<file path="src/rtl/rtt_stat_pkg.sv">
// rtt_stat_pkg: widths, request codes and sequencer states for the
// round-trip statistics accumulator and its checker. No dependencies.
package rtt_stat_pkg;

   localparam int RTT_BITS   = 16;
   localparam int COUNT_BITS = 20;
   localparam int LOSS_BITS  = 7;
   localparam int SUM_BITS   = RTT_BITS + COUNT_BITS;
   localparam int SQ_BITS    = 2 * RTT_BITS + COUNT_BITS;
   localparam int DIV_BITS   = SQ_BITS;
   localparam int STEP_BITS  = $clog2(DIV_BITS);

   localparam logic [COUNT_BITS-1:0] CNT_MAX     = '1;
   localparam logic [LOSS_BITS-1:0]  PERCENT_MAX = LOSS_BITS'(100);

   localparam logic [1:0] REQ_SENT   = 2'd0;
   localparam logic [1:0] REQ_REPLY  = 2'd1;
   localparam logic [1:0] REQ_REPORT = 2'd2;

   typedef enum logic [3:0] {
      ST_IDLE,
      ST_SQUARE,
      ST_ACCUM,
      ST_LOSS_DIV,
      ST_AVG_DIV,
      ST_MSQ_DIV,
      ST_AVG_MUL,
      ST_VAR,
      ST_SQRT,
      ST_PUBLISH
   } state_type;

endpackage

</file>
<file path="src/rtl/rtt_statistics_accumulator.sv">
// rtt_statistics_accumulator: probe and reply counters, min/max/sum/square sum,
// and a report path built on a shared bit-serial divider, multiplier and root.
// Depends on rtt_stat_pkg.
// Sent request: counted when taken, next request accepted on the following cycle.
// Reply request: handled by the 16-step shift-add squarer plus accumulate.
// Report request: answered through the restoring divider (52 steps per divide,
// up to three divides) plus 16-step multiply and 16-step root.
// Synchronous active-high reset clears the counters, min/max/sum/square sum and the response valid flag.
module rtt_statistics_accumulator
   import rtt_stat_pkg::*;
(
   input  logic                  clock,
   input  logic                  reset,
   input  logic                  req_valid,
   output logic                  req_stall,
   input  logic [1:0]            req_type,
   input  logic [RTT_BITS-1:0]   req_rtt_ms,
   output logic                  rsp_valid,
   input  logic                  rsp_stall,
   output logic [COUNT_BITS-1:0] rsp_sent_total,
   output logic [COUNT_BITS-1:0] rsp_received_total,
   output logic [LOSS_BITS-1:0]  rsp_loss_percent,
   output logic                  rsp_has_replies,
   output logic [RTT_BITS-1:0]   rsp_min_ms,
   output logic [RTT_BITS-1:0]   rsp_avg_ms,
   output logic [RTT_BITS-1:0]   rsp_max_ms,
   output logic [RTT_BITS-1:0]   rsp_mdev_ms
);

   state_type state_ff, state_in;

   logic [COUNT_BITS-1:0] sent_ff, reply_ff;
   logic [RTT_BITS-1:0]   min_ff, max_ff;
   logic [SUM_BITS-1:0]   sum_ff;
   logic [SQ_BITS-1:0]    sqsum_ff;
   logic [STEP_BITS-1:0]  step_ff, step_in;

   logic [COUNT_BITS-1:0] div_rem_ff;
   logic [DIV_BITS-1:0]   div_quo_ff;
   logic [RTT_BITS-1:0]   mul_hi_ff, mul_lo_ff, mul_cand_ff;
   logic [LOSS_BITS-1:0]  loss_ff;
   logic [RTT_BITS-1:0]   avg_ff;
   logic [2*RTT_BITS-1:0] msq_ff;
   logic [2*RTT_BITS-1:0] sq_rad_ff;
   logic [RTT_BITS:0]     sq_rem_ff;
   logic [RTT_BITS-1:0]   sq_root_ff;

   logic                  rsp_valid_ff;
   logic [COUNT_BITS-1:0] rsp_sent_ff, rsp_recv_ff;
   logic [LOSS_BITS-1:0]  rsp_loss_ff;
   logic                  rsp_has_ff;
   logic [RTT_BITS-1:0]   rsp_min_ff, rsp_avg_ff, rsp_max_ff, rsp_mdev_ff;

   logic                  req_take, step_last, rsp_free, entering, has_replies;
   logic [RTT_BITS-1:0]   rtt;
   logic [COUNT_BITS-1:0] half, lost;
   logic [DIV_BITS-1:0]   lost_x, loss_dividend, avg_dividend, msq_dividend, dividend;
   logic [COUNT_BITS-1:0] div_den, div_rem_next;
   logic [COUNT_BITS:0]   div_trial, div_diff;
   logic                  div_ge;
   logic [DIV_BITS-1:0]   div_quo_next;
   logic [RTT_BITS:0]     mul_sum;
   logic [2*RTT_BITS-1:0] product, variance;
   logic [RTT_BITS+2:0]   sq_rem_t, sq_trial, sq_diff;
   logic                  sq_ge;

   // handshake and shared terms
   always_comb begin
      req_take    = req_valid && !req_stall;
      step_last   = (step_ff == '0);
      rsp_free    = !rsp_valid_ff || !rsp_stall;
      entering    = (state_in != state_ff);
      has_replies = (reply_ff != '0);
      rtt         = req_rtt_ms[RTT_BITS-1:0];
      half        = {1'b0, reply_ff[COUNT_BITS-1:1]};
      lost        = (sent_ff > reply_ff) ? (sent_ff - reply_ff) : '0;
      lost_x      = DIV_BITS'(lost);
      // lost * 100 as three shifted terms
      loss_dividend = (lost_x << 6) + (lost_x << 5) + (lost_x << 2);
      avg_dividend  = DIV_BITS'(sum_ff) + DIV_BITS'(half);
      msq_dividend  = DIV_BITS'(sqsum_ff) + DIV_BITS'(half);
   end

   // restoring divider, one quotient bit per cycle
   always_comb begin
      div_den      = (state_ff == ST_LOSS_DIV) ? sent_ff : reply_ff;
      div_trial    = {div_rem_ff, div_quo_ff[DIV_BITS-1]};
      div_diff     = div_trial - {1'b0, div_den};
      div_ge       = (div_trial >= {1'b0, div_den});
      div_rem_next = div_ge ? div_diff[COUNT_BITS-1:0] : div_trial[COUNT_BITS-1:0];
      div_quo_next = {div_quo_ff[DIV_BITS-2:0], div_ge};
      case (state_in)
         ST_LOSS_DIV: dividend = loss_dividend;
         ST_AVG_DIV:  dividend = avg_dividend;
         default:     dividend = msq_dividend;
      endcase
   end

   // shift-add multiplier and bit-pair square root
   always_comb begin
      mul_sum  = {1'b0, mul_hi_ff} + {1'b0, (mul_lo_ff[0] ? mul_cand_ff : '0)};
      product  = {mul_hi_ff, mul_lo_ff};
      variance = (msq_ff > product) ? (msq_ff - product) : '0;
      sq_rem_t = {sq_rem_ff, sq_rad_ff[2*RTT_BITS-1 -: 2]};
      sq_trial = {1'b0, sq_root_ff, 2'b01};
      sq_diff  = sq_rem_t - sq_trial;
      sq_ge    = (sq_rem_t >= sq_trial);
   end

   // next state
   always_comb begin
      state_in = state_ff;
      case (state_ff)
         ST_IDLE: begin
            if (req_take) begin
               case (req_type)
                  REQ_REPLY: begin
                     if (reply_ff != CNT_MAX) state_in = ST_SQUARE;
                  end
                  REQ_REPORT: begin
                     if (sent_ff != '0)   state_in = ST_LOSS_DIV;
                     else if (has_replies) state_in = ST_AVG_DIV;
                     else                  state_in = ST_PUBLISH;
                  end
                  default: state_in = ST_IDLE;
               endcase
            end
         end
         ST_SQUARE:   if (step_last) state_in = ST_ACCUM;
         ST_ACCUM:    state_in = ST_IDLE;
         ST_LOSS_DIV: begin
            if (step_last) state_in = has_replies ? ST_AVG_DIV : ST_PUBLISH;
         end
         ST_AVG_DIV:  if (step_last) state_in = ST_MSQ_DIV;
         ST_MSQ_DIV:  if (step_last) state_in = ST_AVG_MUL;
         ST_AVG_MUL:  if (step_last) state_in = ST_VAR;
         ST_VAR:      state_in = ST_SQRT;
         ST_SQRT:     if (step_last) state_in = ST_PUBLISH;
         ST_PUBLISH:  if (rsp_free) state_in = ST_IDLE;
         default:     state_in = ST_IDLE;
      endcase
   end

   // outputs and step count
   always_comb begin
      req_stall = (state_ff != ST_IDLE);
      rsp_valid = rsp_valid_ff;
      if (entering) begin
         case (state_in)
            ST_SQUARE, ST_AVG_MUL, ST_SQRT:        step_in = STEP_BITS'(RTT_BITS - 1);
            ST_LOSS_DIV, ST_AVG_DIV, ST_MSQ_DIV:   step_in = STEP_BITS'(DIV_BITS - 1);
            default:                               step_in = '0;
         endcase
      end else begin
         step_in = step_ff - 1'b1;
      end
   end

   assign rsp_sent_total     = rsp_sent_ff;
   assign rsp_received_total = rsp_recv_ff;
   assign rsp_loss_percent   = rsp_loss_ff;
   assign rsp_has_replies    = rsp_has_ff;
   assign rsp_min_ms         = rsp_min_ff;
   assign rsp_avg_ms         = rsp_avg_ff;
   assign rsp_max_ms         = rsp_max_ff;
   assign rsp_mdev_ms        = rsp_mdev_ff;

   // control and statistics
   always_ff @(posedge clock) begin
      if (reset) begin
         state_ff     <= ST_IDLE;
         step_ff      <= '0;
         sent_ff      <= '0;
         reply_ff     <= '0;
         min_ff       <= '0;
         max_ff       <= '0;
         sum_ff       <= '0;
         sqsum_ff     <= '0;
         rsp_valid_ff <= 1'b0;
      end else begin
         state_ff <= state_in;
         step_ff  <= step_in;
         if (state_ff == ST_IDLE && req_take) begin
            case (req_type)
               REQ_SENT: begin
                  if (sent_ff != CNT_MAX) sent_ff <= sent_ff + 1'b1;
               end
               REQ_REPLY: begin
                  if (reply_ff != CNT_MAX) begin
                     if (!has_replies || rtt < min_ff) min_ff <= rtt;
                     if (!has_replies || rtt > max_ff) max_ff <= rtt;
                     sum_ff   <= sum_ff + SUM_BITS'(rtt);
                     reply_ff <= reply_ff + 1'b1;
                  end
               end
               default: ;
            endcase
         end
         if (state_ff == ST_ACCUM) sqsum_ff <= sqsum_ff + SQ_BITS'(product);
         if (state_ff == ST_PUBLISH && rsp_free) rsp_valid_ff <= 1'b1;
         else if (!rsp_stall)                    rsp_valid_ff <= 1'b0;
      end
   end

   // serial datapath
   always_ff @(posedge clock) begin
      if (state_ff == ST_IDLE && req_take && req_type == REQ_REPORT) loss_ff <= '0;

      if (entering && (state_in == ST_LOSS_DIV || state_in == ST_AVG_DIV ||
                       state_in == ST_MSQ_DIV)) begin
         div_rem_ff <= '0;
         div_quo_ff <= dividend;
      end else if (state_ff == ST_LOSS_DIV || state_ff == ST_AVG_DIV ||
                   state_ff == ST_MSQ_DIV) begin
         div_rem_ff <= div_rem_next;
         div_quo_ff <= div_quo_next;
      end
      if (step_last) begin
         case (state_ff)
            ST_LOSS_DIV: loss_ff <= div_quo_next[LOSS_BITS-1:0];
            ST_AVG_DIV:  avg_ff  <= div_quo_next[RTT_BITS-1:0];
            ST_MSQ_DIV:  msq_ff  <= div_quo_next[2*RTT_BITS-1:0];
            default: ;
         endcase
      end

      if (entering && state_in == ST_SQUARE) begin
         mul_hi_ff   <= '0;
         mul_lo_ff   <= rtt;
         mul_cand_ff <= rtt;
      end else if (entering && state_in == ST_AVG_MUL) begin
         mul_hi_ff   <= '0;
         mul_lo_ff   <= avg_ff;
         mul_cand_ff <= avg_ff;
      end else if (state_ff == ST_SQUARE || state_ff == ST_AVG_MUL) begin
         mul_hi_ff <= mul_sum[RTT_BITS:1];
         mul_lo_ff <= {mul_sum[0], mul_lo_ff[RTT_BITS-1:1]};
      end

      if (state_ff == ST_VAR) begin
         sq_rad_ff  <= variance;
         sq_rem_ff  <= '0;
         sq_root_ff <= '0;
      end else if (state_ff == ST_SQRT) begin
         sq_rad_ff  <= {sq_rad_ff[2*RTT_BITS-3:0], 2'b00};
         sq_rem_ff  <= sq_ge ? sq_diff[RTT_BITS:0] : sq_rem_t[RTT_BITS:0];
         sq_root_ff <= {sq_root_ff[RTT_BITS-2:0], sq_ge};
      end

      if (state_ff == ST_PUBLISH && rsp_free) begin
         rsp_sent_ff <= sent_ff;
         rsp_recv_ff <= reply_ff;
         rsp_loss_ff <= loss_ff;
         rsp_has_ff  <= has_replies;
         rsp_min_ff  <= has_replies ? min_ff : '0;
         rsp_avg_ff  <= has_replies ? avg_ff : '0;
         rsp_max_ff  <= has_replies ? max_ff : '0;
         rsp_mdev_ff <= has_replies ? sq_root_ff : '0;
      end
   end

endmodule

</file>
<file path="config.mk">
export PLATFORM = sky130hd
export DESIGN_NAME = rtt_statistics_accumulator
export DESIGN_NICKNAME = d
export VERILOG_FILES = /design/src/rtl/rtt_stat_pkg.sv /design/src/rtl/rtt_statistics_accumulator.sv
export SDC_FILE = /design/constraint.sdc
export NUM_CORES = 2
export LEC_CHECK = 0
export ABC_AREA = 1
export BUFFER_PORTS_ARGS = -buffer_cell sky130_fd_sc_hd__buf_4
export CAP_MARGIN = 20
export CORE_AREA = 10 10 262 314
export CTS_CLUSTER_DIAMETER = 60
export CTS_CLUSTER_SIZE = 20
export DETAILED_ROUTE_END_ITERATION = 7
export DIE_AREA = 0 0 272 324
export PLACE_DENSITY = 0.77
export SLEW_MARGIN = 0
export SYNTH_ARGS = -nofsm -noshare
export SYNTH_HDL_FRONTEND = slang
export SYNTH_SLANG_ARGS = --single-unit
</file>
<file path="constraint.sdc">
create_clock -name clock -period 7.3 [get_ports clock]
set_input_delay 0.365 -clock clock [delete_from_list [all_inputs] [get_ports clock]]
set_output_delay 0.365 -clock clock [all_outputs]
set_load 0.005 [all_outputs]
</file>
==> reports/metrics.csv <==
metric,value,unit
vias in the first global route,34117,
H-tree depth,2,
global-route wire length before repair,194300,um
Leak,18.72,nW
Critical Path End Type,flop,
unrepaired setup endpoints after global routing,no,
Clock Path Buffers,3,
Synth Flop Type,edfxtp_1,
initial antenna violation count,4,
HPWL after detailed placement,100700,um
Seq cells post-synth,523,
layout cells sized above 1,5.856,%
"Cell Area, Synth",36820,sq um
"Hold Vio Cnt, Final",0,
1st-iter DRT viols,3717,
Post-Layout Cell Count,6294,
DIE HEIGHT,324,um
yosys warns,0,
Overflow after GRT,0,
worst-path fanout max,12,
Cell variety after synth,55,
number of synthesized flops with an enable pin,276,
Worst-Margin Slew,1.095,ns
Slowest cell on crit path,dfxtp_1,
number of buffers created by CTS,45,
Skew-Pair Late Insertion Delay,0.65,ns
Pins Over Slew Limit,0,
f_max,177.4,MHz
Routed Antenna Nets,0,
Antenna Cells,0,
worst setup path start,reply_ff[16],
final WL,127400,um
DR WL/cell,20.25,um
IO Pins,136,
die area,88130,sq um
Pwr per Cell Area,235.2,nW/um^2
Synth-to-Final Area Change,9.613,%
worst hold path class,in2reg,
top cell type's share of synthesized area,22.51,%
Min Hold Slack,0.04367,ns
FILL cells,7497,
critical path type,reg2reg,
CP top delay family,simple AND/OR/NAND/NOR gates,
drt pass-1 iters,7,
outcome,"finished, final reports clean",
CP Launch Type,flop,
"Net Count, Synth",5457,
Tcrit/Tclk final,77.21,%
register area,13230,sq um
RePlAce Congestion,1.069,
sequential share of the synthesized area,35.94,%
CTS Root Cell,clkbuf_16,
min Tclk post-route,5.636,ns
CP max stage delay,0.60,ns
hold_buf cts,0,
Residual DRC,0,
Core Area,75970,sq um
placed insts,6209,
CTS tree,done,
Synth async-reset ratio,0,%
vias per cell,5.662,
clk sinks,523,
Starting Density,48.47,%
Final #Nets,5543,
most used cell along the critical path,nand2_1,
multi-input logic area,20530,sq um
data required time at the worst endpoint,7.69,ns
port bufs,135,
most frequent cells in the layout,"nand2_1 (1314), inv_1 (656), nor2_1 (553)",
"area leader, netlist",edfxtp_1,
GRT Total Usage,28.28,%
worst path arrival time,6.03,ns
Post-Syn Area per Cell,7.143,sq um
row cnt,111,
hold_sp,req_rtt_ms[0],
"most common cell after layout, fill and taps aside",nand2_1,
largest net degree at the start of global routing,75,
post-cts repair resize count,0,
setup TNS,0,ns
vias,35636,
Worst VDD drop,0.1997,mV
Post-CTS Setup Bufs,0,
Clock Skews,0.03608,ns
FF-to-FF Start,reply_ff[16],
max_cap viols,0,
ranking of synthesized cells by area,"edfxtp_1 (23%), dfxtp_1 (13%), nand2_1 (13%)",
chip width,272,um
Synth Instances,5155,
"Setup violations, final",0,
Clock transition at path regs,0.08,ns
Rel. slew slack,27.03,%
Bufs and invs on worst path,4,
-- state kept, by name, indices dropped and copies added (netlist names), 17 cells and up --
signal              count
reply_ff               20
sum_ff                 36
sent_ff                20
sq_rem_ff              17
sqsum_ff               52
div_rem_ff             20
msq_ff                 32
rsp_received_total     20
sq_rad_ff              32
rsp_sent_total         20
div_quo_ff             52
-- kinds of logic after synthesis --
logic type / after synthesis / synth area share [%]
xor+xnor: 171 / 4.068
flops: 523 / 35.94
buf+inv: 792 / 8.332
simple gates: 2451 / 27.84
fa+ha+maj: 280 / 10.02
compound gates: 938 / 13.80
-- worst min-delay path, delay by kind of cell --
kind / cells / cell delay [ns]
buffers and inverters: 1 / 0.13
AND/OR/NAND/NOR: 1 / 0.08
AO/OA/AOI/OAI: 1 / 0.09
-- cell usage after synthesis, types with 10 or more instances --
master    number
nand2_1     1315
inv_1        657
a21o_1        26
nand4_1       84
xnor2_1       60
xor2_1       111
dfxtp_1      247
nand3_1      285
or2_1         11
a21boi_0      10
a21oi_1      403
nand2_2       12
a31oi_1       29
ha_1         255
o21ai_0      361
o21a_1        17
or2_2         30
buf_2         23
nand3b_1      18
o21ai_1       14
o21bai_1      17
nor2_1       554
nor3_1        86
inv_2         12
edfxtp_1     276
o211ai_1      35
clkbuf_1      82
nor4_1        29
fa_1          25
-- per-stage QoR --
step                      utilization, %  instance area (sq um)  power [W]  worst slack (ns)
after CTS                          53.06                  40310   0.009453             1.712
after global routing               53.13                  40360    0.01005            0.9233
final                              53.13                  40360   0.009492             1.664
after detailed placement           51.01                  38750   0.006861             1.727
after global placement             51.01                  38750   0.006814             1.829
after floorplan                        -                  36820   0.006050             1.406
-- power by group --
part | internal, W | switching (W)
Clock | 0.00128 | 0.00133
Combinational | 0.00114 | 0.00210
Sequential | 0.00338 | 0.000275
-- worst paths after layout --
kind                          to  slack [ns]  depth (start not counted)
max               div_quo_ff[18]        1.66                         25
min                    min_ff[0]        0.04                          3
min reg2reg  rsp_loss_percent[0]        0.44                          0
max reg2reg       div_quo_ff[18]        1.66                         25
-- cell type report --
class / count / area share [%]
clock buffer: 54 / 2.926
clock inverter: 29 / 0.9486
inverter: 671 / 6.250
multi-input combinational: 3840 / 50.88
sequential: 523 / 32.79
tap: 1017 / 3.153
timing repair buffer: 160 / 3.057
-- metal layers --
metal  vias to the layer above  GRT usage, %  wire length, um
li1                      17231             -                -
met1                     16588         33.13            48950
met2                      1431         48.62            60350
met3                       382         3.956             9182
met4                         4         17.34             8919
met5                         -             0               31
Power figures use the tool's default switching activity.
